[src/rtl/b64se_pkg.sv]
// shared types, constants and character functions for the base64 stream encoder
package b64se_pkg;

  localparam int unsigned CHAR_W   = 8;
  localparam int unsigned SYM_W    = 6;
  localparam int unsigned MAX_CH   = 4;
  localparam int unsigned CIDX_W   = $clog2(MAX_CH);
  localparam int unsigned QDEPTH   = 2;
  localparam int unsigned QPTR_W   = $clog2(QDEPTH);
  localparam int unsigned QCNT_W   = $clog2(QDEPTH + 1);

  localparam logic [CHAR_W-1:0] NL_CHAR  = 8'h0A;
  localparam logic [CHAR_W-1:0] PAD_CHAR = 8'h3D;
  localparam logic [7:0]        CPL_RESET = 8'd72;

  localparam logic [1:0] PH_START = 2'd0;
  localparam logic [1:0] PH_ONE   = 2'd1;
  localparam logic [1:0] PH_TWO   = 2'd2;

  localparam logic ACT_DATA = 1'b0;
  localparam logic ACT_END  = 1'b1;

  // one accepted request, expanded into the characters it produces
  typedef struct packed {
    logic [MAX_CH-1:0][CHAR_W-1:0] chars;
    logic [CIDX_W-1:0]             cnt_m1;
  } job_t;

  // queue head as seen by the back end
  typedef struct packed {
    logic empty;
    job_t head;
  } q_stat_t;

  // base64 alphabet lookup
  function automatic logic [CHAR_W-1:0] sym_char(input logic [SYM_W-1:0] v);
    logic [CHAR_W-1:0] c;
    c = '0;
    if (v < 6'd26)      c = 8'h41 + {2'b00, v};
    else if (v < 6'd52) c = 8'h61 + {2'b00, v - 6'd26};
    else if (v < 6'd62) c = 8'h30 + {2'b00, v - 6'd52};
    else if (v == 6'd62) c = 8'h2B;
    else                c = 8'h2F;
    return c;
  endfunction

endpackage

[src/rtl/b64se_front.sv]
// front end: takes requests, tracks group phase and line position, builds character jobs
module b64se_front import b64se_pkg::*; (
  input  logic       clk,
  input  logic       rst_n,
  input  logic [7:0] cpl,
  input  logic       push,
  input  logic       action,
  input  logic [7:0] data_byte,
  output job_t       job
);

  logic [1:0]       phase_r, phase_nxt;
  logic [SYM_W-1:0] left_r, left_nxt;
  logic [SYM_W-1:0] grp_r, grp_nxt;
  logic [SYM_W-1:0] quot;
  logic [SYM_W-1:0] grp_inc;

  assign quot    = cpl[7:2];
  assign grp_inc = grp_r + 6'd1;

  always_comb begin
    job       = '0;
    phase_nxt = phase_r;
    left_nxt  = left_r;
    grp_nxt   = grp_r;
    if (action == ACT_END) begin
      case (phase_r)
        PH_ONE: begin
          job.chars[0] = sym_char(left_r);
          job.chars[1] = PAD_CHAR;
          job.chars[2] = PAD_CHAR;
          job.chars[3] = NL_CHAR;
          job.cnt_m1   = 2'd3;
        end
        PH_TWO: begin
          job.chars[0] = sym_char(left_r);
          job.chars[1] = PAD_CHAR;
          job.chars[2] = NL_CHAR;
          job.cnt_m1   = 2'd2;
        end
        default: begin
          job.chars[0] = NL_CHAR;
          job.cnt_m1   = 2'd0;
        end
      endcase
      phase_nxt = PH_START;
      left_nxt  = '0;
      grp_nxt   = '0;
    end else begin
      case (phase_r)
        PH_ONE: begin
          job.chars[0] = sym_char(left_r | {2'b00, data_byte[7:4]});
          job.cnt_m1   = 2'd0;
          left_nxt     = {data_byte[3:0], 2'b00};
          phase_nxt    = PH_TWO;
        end
        PH_TWO: begin
          job.chars[0] = sym_char(left_r | {4'b0000, data_byte[7:6]});
          job.chars[1] = sym_char(data_byte[5:0]);
          job.cnt_m1   = 2'd1;
          grp_nxt      = grp_inc;
          // line full after this group
          if (quot != '0 && grp_inc == quot) begin
            job.chars[2] = NL_CHAR;
            job.cnt_m1   = 2'd2;
            grp_nxt      = '0;
          end
          left_nxt  = '0;
          phase_nxt = PH_START;
        end
        default: begin
          job.chars[0] = sym_char(data_byte[7:2]);
          job.cnt_m1   = 2'd0;
          left_nxt     = {data_byte[1:0], 4'b0000};
          phase_nxt    = PH_ONE;
        end
      endcase
    end
  end

  always_ff @(posedge clk) begin
    if (!rst_n) begin
      phase_r <= PH_START;
      left_r  <= '0;
      grp_r   <= '0;
    end else if (push) begin
      phase_r <= phase_nxt;
      left_r  <= left_nxt;
      grp_r   <= grp_nxt;
    end
  end

endmodule

[src/rtl/b64se_queue.sv]
// small job queue between the front and back ends
module b64se_queue import b64se_pkg::*; (
  input  logic    clk,
  input  logic    rst_n,
  input  logic    push,
  input  job_t    push_job,
  input  logic    pop,
  output logic    full,
  output q_stat_t stat
);

  job_t              mem_r [QDEPTH];
  logic [QPTR_W-1:0] wr_ptr_r, rd_ptr_r;
  logic [QCNT_W-1:0] cnt_r;

  assign full       = (cnt_r == QCNT_W'(QDEPTH));
  assign stat.empty = (cnt_r == '0);
  assign stat.head  = mem_r[rd_ptr_r];

  always_ff @(posedge clk) begin
    if (push) begin
      mem_r[wr_ptr_r] <= push_job;
    end
  end

  always_ff @(posedge clk) begin
    if (!rst_n) begin
      wr_ptr_r <= '0;
      rd_ptr_r <= '0;
      cnt_r    <= '0;
    end else begin
      if (push) begin
        wr_ptr_r <= (wr_ptr_r == QPTR_W'(QDEPTH - 1)) ? '0 : wr_ptr_r + 1'b1;
      end
      if (pop) begin
        rd_ptr_r <= (rd_ptr_r == QPTR_W'(QDEPTH - 1)) ? '0 : rd_ptr_r + 1'b1;
      end
      case ({push, pop})
        2'b10:   cnt_r <= cnt_r + 1'b1;
        2'b01:   cnt_r <= cnt_r - 1'b1;
        default: cnt_r <= cnt_r;
      endcase
    end
  end

endmodule

[src/rtl/b64se_back.sv]
// back end: walks the head job one character per cycle, unless the output stalls, into the output register
module b64se_back import b64se_pkg::*; (
  input  logic              clk,
  input  logic              rst_n,
  input  q_stat_t           stat,
  output logic              pop,
  output logic              out_valid,
  input  logic              out_stall,
  output logic [CHAR_W-1:0] out_char,
  output logic              out_last
);

  logic [CIDX_W-1:0] idx_r;
  logic              valid_r;
  logic [CHAR_W-1:0] char_r;
  logic              last_r;
  logic              load;
  logic              is_last;

  assign load    = (!valid_r || !out_stall) && !stat.empty;
  assign is_last = (idx_r == stat.head.cnt_m1);
  assign pop     = load && is_last;

  always_ff @(posedge clk) begin
    if (!rst_n) begin
      valid_r <= 1'b0;
      idx_r   <= '0;
    end else begin
      if (load) begin
        valid_r <= 1'b1;
        idx_r   <= is_last ? '0 : idx_r + 1'b1;
      end else if (!out_stall) begin
        valid_r <= 1'b0;
      end
    end
  end

  always_ff @(posedge clk) begin
    if (load) begin
      char_r <= stat.head.chars[idx_r];
      last_r <= is_last;
    end
  end

  assign out_valid = valid_r;
  assign out_char  = char_r;
  assign out_last  = last_r;

endmodule

[src/rtl/base64_stream_encoder_unit.sv]
// top level of the streaming base64 encoder with line wrapping
// Streaming base64 encoder. Each request on the input channel is either a plaintext
// byte (in_action = 0) or an end-of-message marker (in_action = 1). A byte yields one
// or two alphabet characters, plus a newline when the line reaches cfg_data/4 groups
// (no wrapping when that quotient is zero); the end marker flushes the pending symbol
// with '=' padding and a newline, then returns to the start of a fresh message.
// out_last marks the final character caused by each request. The front end takes one
// request per clock while its two-entry job queue has room; the back end sends one
// character per clock unless the result channel stalls, and a request yields 1 to 4
// characters (3 at most for a byte), so the result channel sets the sustained rate.
// cfg_ready is always high; write the line length only while the encoder is idle.
module base64_stream_encoder_unit import b64se_pkg::*; (
  input  logic       clk,
  input  logic       rst_n,
  // request channel
  input  logic       in_valid,
  output logic       in_stall,
  input  logic       in_action,
  input  logic [7:0] in_data_byte,
  // result channel
  output logic       out_valid,
  input  logic       out_stall,
  output logic [7:0] out_char,
  output logic       out_last,
  // line length register
  input  logic       cfg_valid,
  output logic       cfg_ready,
  input  logic [7:0] cfg_data
);

  logic [7:0] cpl_r;
  logic       q_full;
  logic       push;
  logic       pop;
  job_t       job;
  q_stat_t    q_stat;

  // line length register, always ready
  assign cfg_ready = 1'b1;

  always_ff @(posedge clk) begin
    if (!rst_n) begin
      cpl_r <= CPL_RESET;
    end else if (cfg_valid && cfg_ready) begin
      cpl_r <= cfg_data;
    end
  end

  // accept a request whenever the queue has a free slot
  assign in_stall = q_full;
  assign push     = in_valid && !q_full;

  b64se_front u_front (
    .clk       (clk),
    .rst_n     (rst_n),
    .cpl       (cpl_r),
    .push      (push),
    .action    (in_action),
    .data_byte (in_data_byte),
    .job       (job)
  );

  // decouples request intake from character output
  b64se_queue u_queue (
    .clk      (clk),
    .rst_n    (rst_n),
    .push     (push),
    .push_job (job),
    .pop      (pop),
    .full     (q_full),
    .stat     (q_stat)
  );

  // one character per clock, unless the output stalls, into a registered output stage
  b64se_back u_back (
    .clk       (clk),
    .rst_n     (rst_n),
    .stat      (q_stat),
    .pop       (pop),
    .out_valid (out_valid),
    .out_stall (out_stall),
    .out_char  (out_char),
    .out_last  (out_last)
  );

endmodule

[config.mk]
export PLATFORM = sky130hd
export DESIGN_NAME = base64_stream_encoder_unit
export DESIGN_NICKNAME = d
export VERILOG_FILES = /design/src/rtl/b64se_pkg.sv /design/src/rtl/b64se_front.sv /design/src/rtl/b64se_queue.sv /design/src/rtl/b64se_back.sv /design/src/rtl/base64_stream_encoder_unit.sv
export SDC_FILE = /design/constraint.sdc
export NUM_CORES = 1
export LEC_CHECK = 0
export BUFFER_PORTS_ARGS = -buffer_cell sky130_fd_sc_hd__buf_2
export CORE_AREA = 2 2 122 124
export CTS_BUF_LIST = sky130_fd_sc_hd__clkbuf_8
export CTS_CLUSTER_DIAMETER = 30
export DETAILED_ROUTE_END_ITERATION = 8
export DIE_AREA = 0 0 124 126
export PLACE_DENSITY = 0.7
export SKIP_LAST_GASP = 1
export SLEW_MARGIN = 20
export SYNTH_ARGS = -nofsm -noshare
export SYNTH_HDL_FRONTEND = slang
export SYNTH_HIERARCHICAL = 1
export SYNTH_SLANG_ARGS = --single-unit
[constraint.sdc]
create_clock -name clk -period 5.2 [get_ports clk]
set_input_delay 1.04 -clock clk [delete_from_list [all_inputs] [get_ports clk]]
set_output_delay 1.04 -clock clk [all_outputs]
set_load 0.1 [all_outputs]
-- Word-level counts from Yosys, hierarchy flattened
Memories as Yosys holds them, arrays and structs flattened. A register that Yosys moved wholly into a read port is not among the register bits.
Index checks and enable logic that the tools add are counted.
- $add $sub $neg: 31
- order comparisons: 16
- eq/ne operators: 13
- multiplexer cells: 48
- bitwise logic cells: 2
- reduce and logical (&&, ||, !) cells: 14
- operators with widths (kind ; number):
    2-to-1 mux 8 bit ; 16
    adder 7 x 6 -> 8 bit, first input constant ; 10
    less-than comparator 6 bit, second input constant ; 10
    one-hot mux 10 bit (2 select lines) ; 2
    adder 6 x 6 -> 7 bit, first input constant ; 5
    == test 6 bit, second input constant ; 5
    less-than comparator 6 x 5 -> 1 bit, second input constant ; 5
    subtractor 6 x 5 -> 6 bit, second input constant ; 5
    subtractor 6 bit, second input constant ; 5
    one-hot mux 14 bit (2 select lines) ; 1
    2-to-1 mux 24 bit ; 1
    2-to-1 mux 6 bit ; 4
    binary-select mux 8 bit (select 2 bit) ; 1
    2-to-1 mux 3 bit ; 5
    2-to-1 mux 12 bit ; 1
    2-to-1 mux 4 bit ; 3
    one-hot mux 6 bit (2 select lines) ; 1
    2-to-1 mux 1 bit ; 8
    one-hot mux 2 bit (2 select lines) ; 2
    adder 6 x 1 -> 6 bit, second input constant ; 1
    == test 2 bit, second input constant ; 3
    == test 6 bit ; 1
    2-to-1 mux 2 bit ; 3
    bitwise OR 6 x 2 -> 6 bit ; 1
    other kinds (15) ; 25
- bits in registers: 38
- memory bits (writable): 56
- bits of input ports: 22
- output and inout port bits: 12
- word-level logic and storage cells: 136
- memories kept: 1
- memories (name ; words ; bits a word ; read ports ; clocked after Yosys merged registers in ; wr ports ; RTL line ; source):
    u_queue.mem_r ; 2 ; 28 ; 1 ; 1 ; 1 ; b64se_queue.sv:12 ; job_t mem_r [QDEPTH];

-- Longest topological paths before layout
- depth in word-level cells: 8
- gate-level depth with buffers: 11
- mapped depth without buffers: 9

-- Modules after synthesis
The synthesis kept the hierarchy.
- modules (own cells, without submodules) (module ; times used ; cells each ; area an instance (um^2) ; sequential area each (um^2)):
    b64se_front ; 1 ; 466 ; 3337.0 ; 240.2
    b64se_queue ; 1 ; 128 ; 2661.3 ; 2142.1
    b64se_back ; 1 ; 39 ; 658.1 ; 330.3
    base64_stream_encoder_unit ; 1 ; 28 ; 314.1 ; 160.2

-- Worst setup path before layout
No wires, ideal clock.
- path type: in2reg
- start point: input in_valid
- end point: memory u_queue/mem_r[0][0] (netlist bit) (enable)
- arrival time: 2.821 ns
- required time: 4.773 ns
- slack: 1.953 ns
- cell stages on the path: 3
- cells stage by stage: nor2b_1 > inv_1 > nor2_1
- word-level cells in the longest chain between the ends: 3
- ends and longest elaborated chain (item ; RTL line ; source):
    start: declaration ; base64_stream_encoder_unit.sv:16 ; input logic in_valid,
    logical AND 1 bit ; base64_stream_encoder_unit.sv:51 ; assign push = in_valid && !q_full;
    2-to-1 mux 1 bit ; b64se_queue.sv:21 ; if (push) begin
    2-to-1 mux 1 bit (not written as such) ; b64se_queue.sv:22 ; mem_r[wr_ptr_r] <= push_job;
    end: declaration ; b64se_queue.sv:12 ;
Every way passes these cells.

==> results_tabular.tex <==
\begin{tabular}{lr}
\hline
Metric & Value \\
\hline
\multicolumn{2}{l}{\textbf{Run status}} \\
Status & completed \\
\multicolumn{2}{l}{\textbf{Timing}} \\
Final period utilization & 0.6583 \\
Setup\_tns & 0 ns \\
Unrepaired setup endpoints after global routing & no \\
Final Setup Violations & 0 \\
Max-slew violation count & 0 \\
F\_max & 292.1 MHz \\
Hold slack & 0.4738 ns \\
Hold violation count in the final report & 0 \\
Clock Skews & 0.009182 ns \\
Pin slew with the least headroom to its limit & 0.9983 ns \\
Max-slew headroom at the worst pin & 0.3335 \\
Crit path time final & 3.423 ns \\
\multicolumn{2}{l}{\textbf{Global route}} \\
Vias in the first global route & 4624 \\
GR Overflow Total & 0 \\
Number of antenna violations at the first check in global routing & 0 \\
Global-route wire length before repair & 23.50 mm \\
Tot GR Track Use & 0.1931 \\
Largest net degree at the start of global routing & 36 \\
\multicolumn{2}{l}{\textbf{Detailed routing}} \\
DRC marker count from the first detailed-route iteration & 496 \\
Mean number of vias per cell & 5.805 \\
Detailed-router iteration count before antenna repair & 5 \\
Routed wire length per instance & 17.22 µm \\
Sum of routed wire length over all layers & 14.50 mm \\
\# DRC & 0 \\
Routed via count & 4888 \\
Final ANT Viol Nets & 0 \\
\multicolumn{2}{l}{\textbf{Clocking}} \\
\# resized after CTS & 0 \\
Clock slew seen by the registers of the worst setup and hold paths & 0.09 ns \\
Hold bufs inserted after CTS & 0 \\
Insertion delay of the later-clocked pin in the worst-skew pair & 0.37 ns \\
Clock net sink count & 103 \\
TritonCTS buffer count & 9 \\
Bufs on Longest Clock Path & 2 \\
Clock tree from TritonCTS & yes \\
H-Tree Depth & 3 \\
Clk Tree Root Cell & clkbuf\_8 \\
Post-CTS Setup Bufs & 0 \\
\multicolumn{2}{l}{\textbf{Critical path}} \\
Crit-path cells & buf\_2 > inv\_1 > ha\_1 > a21o\_1 > a21oi\_1 > nand4\_1 > a31oi\_1 > o21ai\_0 > a32oi\_1 \\
Maximum net fanout on the critical path & 16 \\
Element type at the critical path start & input port \\
Data arrival, critical path & 3.57 ns \\
Cell family with the largest share of critical-path delay & compound AO/OA/AOI/OAI gates \\
CP Capture Type & flip-flop \\
CP Class & input port to flip-flop \\
CP bufs+invs & 2 \\
CP max stage delay & 0.66 ns \\
Data required, critical path & 5.35 ns \\
Crit-path slowest cell & a21oi\_1 \\
\multicolumn{2}{l}{\textbf{Power and ir drop}} \\
Internal & 1708 µW \\
Clk network pwr share & 0.179 \\
Power per cell area & 381.0 nW/µm² \\
Switching power total & 1050 µW \\
Leakage power & 0.002731 µW \\
Fraction of power consumed by combinational cells & 0.402 \\
Fraction of power spent switching nets & 0.3807 \\
Worst IR drop on VDD & 0.2381 mV \\
Sequential group share of total power & 0.418 \\
\multicolumn{2}{l}{\textbf{Floorplan}} \\
Die ar. & 15620 µm² \\
Effective utilization at floorplan & 0.4819 \\
Die outline height & 126 µm \\
Core area & 14310 µm² \\
Number of top-level pins & 34 \\
Total number of placement rows & 44 \\
Die outline width & 124 µm \\
\multicolumn{2}{l}{\textbf{Worst hold path}} \\
HP Class & flip-flop to flip-flop \\
\multicolumn{2}{l}{\textbf{Place}} \\
I/O Buffers & 30 \\
Detail Placement HPWL & 10.27 mm \\
GPL Wtd Cong & 0.9134 \\
Placed Cells incl. Taps & 826 \\
\multicolumn{2}{l}{\textbf{Layout}} \\
Layout Area Growth over Synthesis & 4.970\% \\
Number of antenna repair diodes & 0 \\
Non-filler instance count after layout & 842 \\
Layout cells sized above 1 & 0.1687 \\
Post-layout net count & 712 \\
\multicolumn{2}{l}{\textbf{Logic synthesis}} \\
Post-Synthesis Cell Area & 6898 µm² \\
Synth warn & 6 \\
Mean cell area of the mapped netlist & 10.53 µm² \\
Synthesized netlist cell count & 655 \\
\multicolumn{2}{l}{\textbf{Job}} \\
Max-capacitance violation count & 0 \\
\hline
\end{tabular}
## per-stage QoR
stage,power (µW),cell area [µm²],util,worst slack (ns)
floorplan,2092,6924,-,1.953
global placement,2260,7037,0.4916,1.508
detailed placement,2286,7037,0.4916,1.461
CTS,2779,7238,0.5057,1.840
global route,2907,7241,0.5059,1.591
finish,2759,7241,0.5059,1.777
## power by group through the flow
stage	clock network (µW)	logic, µW	registers (µW)
after floorplan	0	658	1430
after global placement	0	1090	1170
after detailed placement	0	1110	1180
after CTS	507	1120	1160
after global routing	544	1190	1180
final	495	1110	1150
## path summary, 6_finish.rpt
path	startpoint	to	slack, ns	cells past startpoint
hold / removal	u_back/out_valid	u_back/out_valid	0.47	2
setup / recovery	in_data_byte[4]	u_queue/mem_r[0][7]	1.78	9
setup reg to reg	u_front/left_r[2]	u_queue/mem_r[0][9]	2.22	8
hold reg to reg	u_back/out_valid	u_back/out_valid	0.47	2
## layout make-up
class / count / area, µm²
clock buffer: 11 / 151.4
clock inverter: 5 / 50.05
fill: 1286 / 7073
inverter: 21 / 78.83
multi-input combinational: 484 / 3717
sequential: 103 / 2833
tap: 184 / 230.2
timing repair buffer: 34 / 180.2
## metal layers
layer / vias up / track usage / part of all wire / wire length (µm)
met3: 12 / 0.02219 / 0.039 / 571
met5: - / 0 / 0 / 0
met2: 124 / 0.3184 / 0.49 / 7130
met4: 0 / 0.06874 / 0.014 / 208
met1: 2366 / 0.2619 / 0.45 / 6589
li1: 2386 / - / - / -
## worst reg2reg max path: stages, from the launching register on
cell,delay [ns]
dfxtp_1,0.75
inv_1,0.27
ha_1,0.27
a21o_1,0.22
a21oi_2,0.39
nor2_1,0.16
o211ai_1,0.13
o21ai_1,0.12
a221o_1,0.40
## cells in the final DEF, fill, tap and decap left out, types with 3 or more instances in the layout
cell,count
clkbuf_8,11
edfxtp_1,77
o21ai_0,18
a221oi_1,3
nand4_1,4
nor3b_1,4
inv_1,19
buf_4,4
o21ai_1,11
mux4_2,5
nor2b_1,16
a211oi_1,5
mux4_1,3
o211ai_1,10
xnor2_1,31
a31oi_1,15
and3_1,3
mux2_2,34
dfxtp_1,26
mux2i_1,16
nand2_1,40
nand2b_1,12
nor2_1,32
inv_2,4
a22oi_1,3
nor3_1,7
ha_1,37
o22ai_1,4
or3_1,3
nand3_1,17
a311oi_1,4
nor2_2,3
buf_2,30
a21oi_1,32
conb_1,9
nor4_1,4
a21o_1,7
xor2_1,21
and2_1,16
nand3b_1,4
## sequential cells by signal (all words and copies together), names as in the netlist, named ones only
name	count
u_queue/mem_r	68
u_back/out_valid	1
u_front/phase_r	2
u_back/out_char	8
u_back/out_last	1
u_front/grp_r	6
u_queue/rd_ptr_r	1
cpl_r	6
u_queue/cnt_r	2
u_back/idx_r	2
u_queue/wr_ptr_r	1
u_front/left_r	4
Power figures use the tool's default switching activity.
